`config.mk`:
```
export PLATFORM = sky130hd
export DESIGN_NAME = literal_string_unescape_top
export DESIGN_NICKNAME = d
export VERILOG_FILES = /design/src/hw/rtl/lsu_pkg.sv /design/src/hw/rtl/literal_string_unescape_top.sv /design/src/hw/rtl/lsu_decode.sv /design/src/hw/rtl/lsu_out_fifo.sv
export VERILOG_INCLUDE_DIRS = /design/src /design/src/hw/rtl
export SDC_FILE = /design/constraint.sdc
export NUM_CORES = 1
export LEC_CHECK = 0
export BUFFER_PORTS_ARGS = -buffer_cell sky130_fd_sc_hd__buf_2
export CAP_MARGIN = 20
export CORE_ASPECT_RATIO = 1.75
export CORE_UTILIZATION = 60
export DETAILED_ROUTE_END_ITERATION = 6
export PLACE_DENSITY = 0.75
export SETUP_SLACK_MARGIN = 0.1
export SYNTH_ARGS = -nofsm -noshare
export SYNTH_HDL_FRONTEND = slang
export SYNTH_HIERARCHICAL = 1
export SYNTH_SLANG_ARGS = --single-unit
```
`constraint.sdc`:
```
create_clock -name clk -period 3.9 [get_ports clk]
set_input_delay 0.585 -clock clk [delete_from_list [all_inputs] [get_ports clk]]
set_output_delay 0.585 -clock clk [all_outputs]
set_load 0.03 [all_outputs]
```
`src/hw/rtl/literal_string_unescape_top_assert.svh`:
```
// Assertion macros shared by the literal string unescape RTL.
`ifndef LITERAL_STRING_UNESCAPE_TOP_ASSERT_SVH
`define LITERAL_STRING_UNESCAPE_TOP_ASSERT_SVH
`ifndef ASSERT_OFF
`define LSU_ASSERT(lbl, expr, msg) \
  lbl: assert property (@(posedge clk) disable iff (!rst_n) (expr)) else $error(msg);
`define LSU_ASSERT_IMP(lbl, ante, cons, msg) \
  lbl: assert property (@(posedge clk) disable iff (!rst_n) (ante) |-> (cons)) else $error(msg);
`define LSU_ASSERT_NXT(lbl, ante, cons, msg) \
  lbl: assert property (@(posedge clk) disable iff (!rst_n) (ante) |=> (cons)) else $error(msg);
`else
`define LSU_ASSERT(lbl, expr, msg)
`define LSU_ASSERT_IMP(lbl, ante, cons, msg)
`define LSU_ASSERT_NXT(lbl, ante, cons, msg)
`endif
`endif

```
`src/hw/rtl/lsu_pkg.sv`:
```
// Shared types and constants for the literal string unescape block.
package lsu_pkg;

  localparam int MAX_NEST_DEPTH = 255;
  localparam int DEPTH_W = $clog2(MAX_NEST_DEPTH + 1);

  localparam logic [7:0] CH_LF     = 8'h0A;
  localparam logic [7:0] CH_CR     = 8'h0D;
  localparam logic [7:0] CH_TAB    = 8'h09;
  localparam logic [7:0] CH_BS     = 8'h08;
  localparam logic [7:0] CH_FF     = 8'h0C;
  localparam logic [7:0] CH_LPAREN = 8'h28;
  localparam logic [7:0] CH_RPAREN = 8'h29;
  localparam logic [7:0] CH_BSLASH = 8'h5C;
  localparam logic [7:0] CH_ZERO   = 8'h30;
  localparam logic [7:0] CH_SEVEN  = 8'h37;
  localparam logic [7:0] CH_LC_N   = 8'h6E;
  localparam logic [7:0] CH_LC_R   = 8'h72;
  localparam logic [7:0] CH_LC_T   = 8'h74;
  localparam logic [7:0] CH_LC_B   = 8'h62;
  localparam logic [7:0] CH_LC_F   = 8'h66;

  localparam logic [1:0] ERR_NONE  = 2'd0;
  localparam logic [1:0] ERR_EOD   = 2'd1;
  localparam logic [1:0] ERR_DEPTH = 2'd2;

  typedef enum logic [2:0] {
    MODE_NORMAL = 3'd0,
    MODE_ESCAPE = 3'd1,
    MODE_OCT1   = 3'd2,
    MODE_OCT2   = 3'd3,
    MODE_CR     = 3'd4,
    MODE_ESC_CR = 3'd5
  } mode_t;

  typedef struct packed {
    logic [7:0] data;
    logic       valid;
    logic       done;
    logic [1:0] err;
  } result_t;

  // Up to two results from one decoded item, r0 first.
  typedef struct packed {
    logic [1:0] n;
    result_t    r0;
    result_t    r1;
  } push_t;

  typedef struct packed {
    result_t            res;
    logic               emit;
    mode_t              mode;
    logic [DEPTH_W-1:0] depth;
  } nb_t;

endpackage

```
`src/hw/rtl/literal_string_unescape_top.sv`:
```
// Top level of the literal string unescape block.
//
// Decodes the body of a parenthesized literal string, one raw byte per
// input transfer (in_byte, or in_end_of_data to mark end of source).
// Each input transfer yields zero, one or two result transfers: a decoded
// byte, a string end marker with an error code, or a flushed octal byte then either.
// Channels use valid/stall; a transfer happens when valid is high and
// stall is low. Valid never looks at stall.
// Path: a byte is held in the input register, decoded from there into the
// queue, and shows on the out_ ports when it reaches the queue head.
// Throughput: one input transfer per cycle while in_stall is low. Results
// drain one per cycle while out_stall is low, from a four-entry queue; an
// item is decoded only while the queue holds at most two entries. One
// spare entry absorbs the extra result of a flushed octal escape (two
// results); once it is taken, the next flush stalls input unless an input
// gap or an item with no result has let the queue drain.
// Receiver stall: the queue fills, the input register holds its byte and
// in_stall rises. No result is lost or repeated.
// Reset (rst_n low, synchronous): queue empty, input register empty,
// decoder at depth one in plain text mode.
module literal_string_unescape_top (
  input  logic       clk,
  input  logic       rst_n,
  input  logic       in_valid,
  output logic       in_stall,
  input  logic [7:0] in_byte,
  input  logic       in_end_of_data,
  output logic       out_valid,
  input  logic       out_stall,
  output logic [7:0] out_byte,
  output logic       out_byte_valid,
  output logic       out_string_done,
  output logic [1:0] out_error_code
);
  import lsu_pkg::*;

  logic       in_valid_r;
  logic [7:0] in_byte_r;
  logic       in_eod_r;
  logic       room;
  logic       fire;
  push_t      push;

  // The held item is decoded once the queue can take two results.
  assign fire     = in_valid_r && room;
  assign in_stall = in_valid_r && !room;

  always_ff @(posedge clk) begin
    if (!rst_n) begin
      in_valid_r <= 1'b0;
    end else if (!in_stall) begin
      in_valid_r <= in_valid;
    end
  end

  always_ff @(posedge clk) begin
    if (in_valid && !in_stall) begin
      in_byte_r <= in_byte;
      in_eod_r  <= in_end_of_data;
    end
  end

  lsu_decode u_decode (
    .clk     (clk),
    .rst_n   (rst_n),
    .fire    (fire),
    .byte_in (in_byte_r),
    .eod_in  (in_eod_r),
    .push    (push)
  );

  lsu_out_fifo u_out_fifo (
    .clk             (clk),
    .rst_n           (rst_n),
    .push_en         (fire),
    .push            (push),
    .room            (room),
    .out_valid       (out_valid),
    .out_stall       (out_stall),
    .out_byte        (out_byte),
    .out_byte_valid  (out_byte_valid),
    .out_string_done (out_string_done),
    .out_error_code  (out_error_code)
  );
endmodule

```
`src/hw/rtl/lsu_decode.sv`:
```
// Escape and nesting decoder with its state registers.
`include "literal_string_unescape_top_assert.svh"
module lsu_decode (
  input  logic           clk,
  input  logic           rst_n,
  input  logic           fire,
  input  logic [7:0]     byte_in,
  input  logic           eod_in,
  output lsu_pkg::push_t push
);
  import lsu_pkg::*;

  mode_t              mode_r, mode_nxt;
  logic [DEPTH_W-1:0] depth_r, depth_nxt;
  logic [7:0]         oct_r, oct_nxt;
  logic [7:0]         oct_shift;
  nb_t                nb;

  // Plain text handling of one byte.
  function automatic nb_t normal_fn(input logic [7:0] c, input logic [DEPTH_W-1:0] d);
    nb_t r;
    r       = '0;
    r.emit  = 1'b1;
    r.mode  = MODE_NORMAL;
    r.depth = d;
    case (c)
      CH_LPAREN: begin
        if (d >= DEPTH_W'(MAX_NEST_DEPTH)) begin
          r.res.done = 1'b1;
          r.res.err  = ERR_DEPTH;
          r.depth    = DEPTH_W'(1);
        end else begin
          r.depth     = d + DEPTH_W'(1);
          r.res.data  = c;
          r.res.valid = 1'b1;
        end
      end
      CH_RPAREN: begin
        if (d <= DEPTH_W'(1)) begin
          r.res.done = 1'b1;
          r.depth    = DEPTH_W'(1);
        end else begin
          r.depth     = d - DEPTH_W'(1);
          r.res.data  = c;
          r.res.valid = 1'b1;
        end
      end
      CH_CR: begin
        r.res.data  = CH_LF;
        r.res.valid = 1'b1;
        r.mode      = MODE_CR;
      end
      CH_BSLASH: begin
        r.emit = 1'b0;
        r.mode = MODE_ESCAPE;
      end
      default: begin
        r.res.data  = c;
        r.res.valid = 1'b1;
      end
    endcase
    return r;
  endfunction

  assign nb        = normal_fn(byte_in, depth_r);
  assign oct_shift = {oct_r[4:0], byte_in[2:0]};

  always_comb begin
    mode_nxt  = mode_r;
    depth_nxt = depth_r;
    oct_nxt   = oct_r;
    push      = '0;
    if (eod_in) begin
      if (mode_r == MODE_OCT1 || mode_r == MODE_OCT2) begin
        push.r0.data  = oct_r;
        push.r0.valid = 1'b1;
        push.r1.done  = 1'b1;
        push.r1.err   = ERR_EOD;
        push.n        = 2'd2;
      end else begin
        push.r0.done = 1'b1;
        push.r0.err  = ERR_EOD;
        push.n       = 2'd1;
      end
      mode_nxt  = MODE_NORMAL;
      depth_nxt = DEPTH_W'(1);
      oct_nxt   = '0;
    end else begin
      case (mode_r)
        MODE_ESCAPE: begin
          mode_nxt      = MODE_NORMAL;
          push.r0.valid = 1'b1;
          push.n        = 2'd1;
          case (byte_in)
            CH_LC_N: push.r0.data = CH_LF;
            CH_LC_R: push.r0.data = CH_CR;
            CH_LC_T: push.r0.data = CH_TAB;
            CH_LC_B: push.r0.data = CH_BS;
            CH_LC_F: push.r0.data = CH_FF;
            CH_CR: begin
              push     = '0;
              mode_nxt = MODE_ESC_CR;
            end
            CH_LF: push = '0;
            default: begin
              if (byte_in inside {[CH_ZERO:CH_SEVEN]}) begin
                push     = '0;
                oct_nxt  = {5'b0, byte_in[2:0]};
                mode_nxt = MODE_OCT1;
              end else begin
                push.r0.data = byte_in;
              end
            end
          endcase
        end
        MODE_OCT1, MODE_OCT2: begin
          if (byte_in inside {[CH_ZERO:CH_SEVEN]}) begin
            if (mode_r == MODE_OCT1) begin
              oct_nxt  = oct_shift;
              mode_nxt = MODE_OCT2;
            end else begin
              push.r0.data  = oct_shift;
              push.r0.valid = 1'b1;
              push.n        = 2'd1;
              oct_nxt       = '0;
              mode_nxt      = MODE_NORMAL;
            end
          end else begin
            // flush the pending octal byte, then treat the byte as text
            push.r0.data  = oct_r;
            push.r0.valid = 1'b1;
            push.r1       = nb.res;
            push.n        = nb.emit ? 2'd2 : 2'd1;
            oct_nxt       = '0;
            mode_nxt      = nb.mode;
            depth_nxt     = nb.depth;
          end
        end
        MODE_CR, MODE_ESC_CR: begin
          if (byte_in == CH_LF) begin
            mode_nxt = MODE_NORMAL;
          end else begin
            push.r0   = nb.res;
            push.n    = {1'b0, nb.emit};
            mode_nxt  = nb.mode;
            depth_nxt = nb.depth;
          end
        end
        default: begin
          push.r0   = nb.res;
          push.n    = {1'b0, nb.emit};
          mode_nxt  = nb.mode;
          depth_nxt = nb.depth;
        end
      endcase
    end
  end

  always_ff @(posedge clk) begin
    if (!rst_n) begin
      mode_r  <= MODE_NORMAL;
      depth_r <= DEPTH_W'(1);
      oct_r   <= '0;
    end else if (fire) begin
      mode_r  <= mode_nxt;
      depth_r <= depth_nxt;
      oct_r   <= oct_nxt;
    end
  end

  `LSU_ASSERT(a_depth_range, depth_r >= DEPTH_W'(1) && depth_r <= DEPTH_W'(MAX_NEST_DEPTH),
              "nesting depth out of range")
  `LSU_ASSERT_IMP(a_done_last, fire && push.n == 2'd2, !push.r0.done,
                  "string end result not last")
  `LSU_ASSERT_IMP(a_oct_idle, mode_r != MODE_OCT1 && mode_r != MODE_OCT2, oct_r == 8'd0,
                  "octal value left over outside an octal escape")
endmodule

```
`src/hw/rtl/lsu_out_fifo.sv`:
```
// Four-entry result queue taking up to two results per cycle while it holds at most two entries.
`include "literal_string_unescape_top_assert.svh"
module lsu_out_fifo (
  input  logic           clk,
  input  logic           rst_n,
  input  logic           push_en,
  input  lsu_pkg::push_t push,
  output logic           room,
  output logic           out_valid,
  input  logic           out_stall,
  output logic [7:0]     out_byte,
  output logic           out_byte_valid,
  output logic           out_string_done,
  output logic [1:0]     out_error_code
);
  import lsu_pkg::*;

  result_t    entry_r [4];
  logic [1:0] wr_ptr_r, rd_ptr_r;
  logic [2:0] cnt_r, cnt_nxt;
  logic [1:0] n_eff;
  logic       pop;
  result_t    head;

  assign n_eff     = push_en ? push.n : 2'd0;
  assign pop       = out_valid && !out_stall;
  assign room      = cnt_r <= 3'd2;
  assign out_valid = cnt_r != 3'd0;
  assign head      = entry_r[rd_ptr_r];
  assign cnt_nxt   = cnt_r + {1'b0, n_eff} - {2'b0, pop};

  assign out_byte        = head.data;
  assign out_byte_valid  = head.valid;
  assign out_string_done = head.done;
  assign out_error_code  = head.err;

  always_ff @(posedge clk) begin
    if (n_eff != 2'd0) entry_r[wr_ptr_r] <= push.r0;
    if (n_eff == 2'd2) entry_r[wr_ptr_r + 2'd1] <= push.r1;
  end

  always_ff @(posedge clk) begin
    if (!rst_n) begin
      wr_ptr_r <= '0;
      rd_ptr_r <= '0;
      cnt_r    <= '0;
    end else begin
      wr_ptr_r <= wr_ptr_r + n_eff;
      rd_ptr_r <= rd_ptr_r + {1'b0, pop};
      cnt_r    <= cnt_nxt;
    end
  end

  `LSU_ASSERT(a_cnt_max, cnt_r <= 3'd4, "queue count overflow")
  `LSU_ASSERT_IMP(a_push_room, n_eff != 2'd0, room, "push without room")
  `LSU_ASSERT_NXT(a_pop_count, pop && n_eff == 2'd0, cnt_r == $past(cnt_r) - 3'd1,
                  "pop did not drain count")
endmodule
```
==> impl_metrics.json <==
{
  "portBuffers": 26,
  "synth_area_sq_mm": 0.005286,
  "ys_top_cells_by_area": "edfxtp_1, dfxtp_1, mux2_2",
  "grt_pass1_vias": 4123,
  "clkLatencyLatePin_ns": 0.35,
  "via_count": 4012,
  "core_sq_mm": 0.008615,
  "final_util_pct": 67.51,
  "dr_wl_met3_microns": 469,
  "cts_tree": "done",
  "clockBufferDepth": 2,
  "crit_start": "in_byte_r[7]$_DFFE_PP_",
  "slew_headroom_pct": 41.31,
  "clock-root-buffer": "clkbuf_16",
  "critPathSlowestCell": "or3_1",
  "period_share_pct": 89.38,
  "critPathKind": "register to register",
  "worstReg2RegStart": "in_byte_r[7]$_DFFE_PP_",
  "worst_slew_pin_slew_ns": 0.8792,
  "cp_num_buf_inv": 1,
  "rows": 45,
  "instances_no_fill": 630,
  "hp-start": "in_byte[0]",
  "hold_class": "input pin to register",
  "syn_inst": 489,
  "die_h_microns": 126.2,
  "syn_nets": 511,
  "slowest_delay_ns": 0.54,
  "finalHoldViolCount": 0,
  "initial_core_util_pct": 61.37,
  "crit_arrival_ns": 3.72,
  "start_kind": "register",
  "crit_path_end_kind": "register",
  "dp.cells": 614,
  "postCtsHoldBufs": 0,
  "gp_congestion": 1.036,
  "max_freq_mhz": 286.9,
  "rsz0062_at_grt": "false",
  "ff_latch_area_sq_mm": 0.002252,
  "wl_met1_microns": 4749,
  "viasPerCell": 6.368,
  "grt_usage_pct": 30.90,
  "ys_types": 78,
  "antenna_found_initial": 0,
  "dieArea_sq_mm": 0.009205,
  "layout_min_cycle_time_ns": 3.486,
  "slew_violations": 0,
  "yosysTopAreaCellShare_pct": 32.38,
  "post_cts_buffers": 0,
  "leakagePower_nw": 2.094,
  "n_fill_cell": 683,
  "ys_ff_latch": 84,
  "crit_family": "simple AND/OR/NAND/NOR gates",
  "drt_iter0_drc": 275,
  "dr.pass1.iters": 5,
  "clock_skew_ns": 0.01206,
  "power.density_mw_per_mm2": 448.5,
  "synth.yosys.seq_area_share_pct": 42.60,
  "maxCapViolations": 0,
  "setup_viol": 0,
  "pin_count": 27,
  "setup_tns_ns": 0,
  "status": "completed",
  "drive_above_1_share_pct": 26.71,
  "nets": 530,
  "grt_max_degree": 33,
  "yosys_warnings": 6,
  "required_ns": 4.13,
  "fp.dieW_microns": 72.96,
  "synth_largest_area_cell": "edfxtp_1",
  "cts_inserted_buffers": 9,
  "synth_common_cells": "edfxtp_1, nand2_1, mux2_2",
  "routed_wirelength_microns": 13050,
  "routed.top_layer": "met4",
  "multi_input_area_sq_mm": 0.002796,
  "drc_errors": 0,
  "syn_to_final_growth_pct": 10.01,
  "drtAntennaViolNets": 0,
  "synth_most_common_cell": "edfxtp_1",
  "dr_wl_met2_microns": 6950,
  "wl_per_cell_microns": 20.72,
  "path_cells": "or2b_2 -> or3_1 -> o21ai_0 -> a21oi_1 -> o21ai_0 -> a21oi_1 -> buf_4 -> nand2_1 -> xnor2_1 -> ha_1 -> fa_1 -> xnor2_1 -> xnor2_1 -> and2_1",
  "grt.overflow.total": 0,
  "cp_max_fo": 14,
  "avgSynthCellArea_sq_um": 10.81,
  "grt_pass1_wl_microns": 21060,
  "antenna_cells": 0,
  "htree_levels": 3,
  "cts.clk_slew.worst_paths_ns": 0.06,
  "irDropWorstVdd_uv": 361.6,
  "cts_resized": 0,
  "synth_async_sr_flop_share_pct": 0,
  "synth-edff-count": 57,
  "dpl.hpwl_microns": 9826,
  "cp_common_cell": "xnor2_1",
  "cts.sinks": 84,
  "synth-main-ff-cell": "edfxtp_1"
}
## path summary, 6_finish.rpt
path | endpoint | slack [ns] | cells past startpoint
min reg2reg | u_decode/oct_r[5]$_SDFFE_PN0P_ | 0.49 | 2
max reg2reg | u_out_fifo/cnt_r[2]$_SDFF_PN0_ | 0.41 | 14
min | in_byte_r[0]$_DFFE_PP_ | 0.42 | 1
max | u_out_fifo/cnt_r[2]$_SDFF_PN0_ | 0.41 | 14
## through the flow
step | total power, mW | hold slack, ns | area [sq um] | worst slack, ns
5_1_grt | 2.709 | 0.4070 | 5816 | 0.1848
3_5_place_dp | 1.652 | 0.4724 | 5475 | 0.4451
6_report | 2.608 | 0.4192 | 5816 | 0.4143
4_1_cts | 2.622 | 0.4105 | 5816 | 0.4383
3_3_place_gp | 1.635 | 0.4649 | 5475 | 0.5770
2_1_floorplan | 1.521 | 0.4414 | 5286 | 0.5607
## per-layer routing
metal	track usage, %	up-vias
met5	0	-
met4	21.80	0
met3	5.520	57
met2	54.92	145
met1	31.53	1924
li1	-	1886
## where the power goes
| part | internal [mW] | switching, mW |
|---|---|---|
| Sequential | 1.02 | 0.0827 |
| Clock | 0.627 | 0.351 |
| Combinational | 0.237 | 0.292 |
## state kept, by name, indices dropped and copies added (netlist names), 2 cells and up
register and count:
u_out_fifo/cnt_r 3, u_out_fifo/wr_ptr_r 2, u_decode/oct_r 8, u_out_fifo/entry_r 48
u_decode/mode_r 3, u_out_fifo/rd_ptr_r 2, u_decode/depth_r 8, in_byte_r 8
## layout make-up
| class | count | share of cell area (%) |
|---|---|---|
| clock buffers | 10 | 3.937 |
| clock inverters | 6 | 1.915 |
| inverters | 16 | 1.033 |
| multi-input cells | 359 | 48.09 |
| flip-flops and latches | 84 | 38.73 |
| well taps | 117 | 2.517 |
| repair buffers | 38 | 3.787 |
## placed cells by master, fill, tap and decap left out, types with 5 or more instances in the layout
cell type | netlist | layout
edfxtp_1 | 57 | 57
nand2_1 | 44 | 44
mux2_2 | 39 | 39
dfxtp_1 | 27 | 27
buf_2 | 5 | 26
nand3_1 | 25 | 25
nor2_1 | 22 | 22
o21ai_0 | 21 | 21
and2_1 | 18 | 18
inv_1 | 15 | 15
buf_4 | 5 | 12
nor3_1 | 12 | 12
a21oi_1 | 12 | 12
mux4_2 | 12 | 12
mux2_4 | 10 | 10
nor2b_1 | 9 | 9
clkbuf_16 | 0 | 9
a21boi_0 | 9 | 9
ha_1 | 8 | 8
o21a_1 | 6 | 6
nor3b_1 | 6 | 6
o31ai_1 | 5 | 5
a22oi_1 | 5 | 5
## kinds of logic after synthesis
kind of cell / share of synthesized area [%]
compound gates: 12.97
xor+xnor: 1.160
fa+ha+maj: 2.272
buf+inv: 4.615
flops: 42.60
mux: 17.02
simple gates: 19.36
No activity file was read; power rests on OpenSTA's default activity.
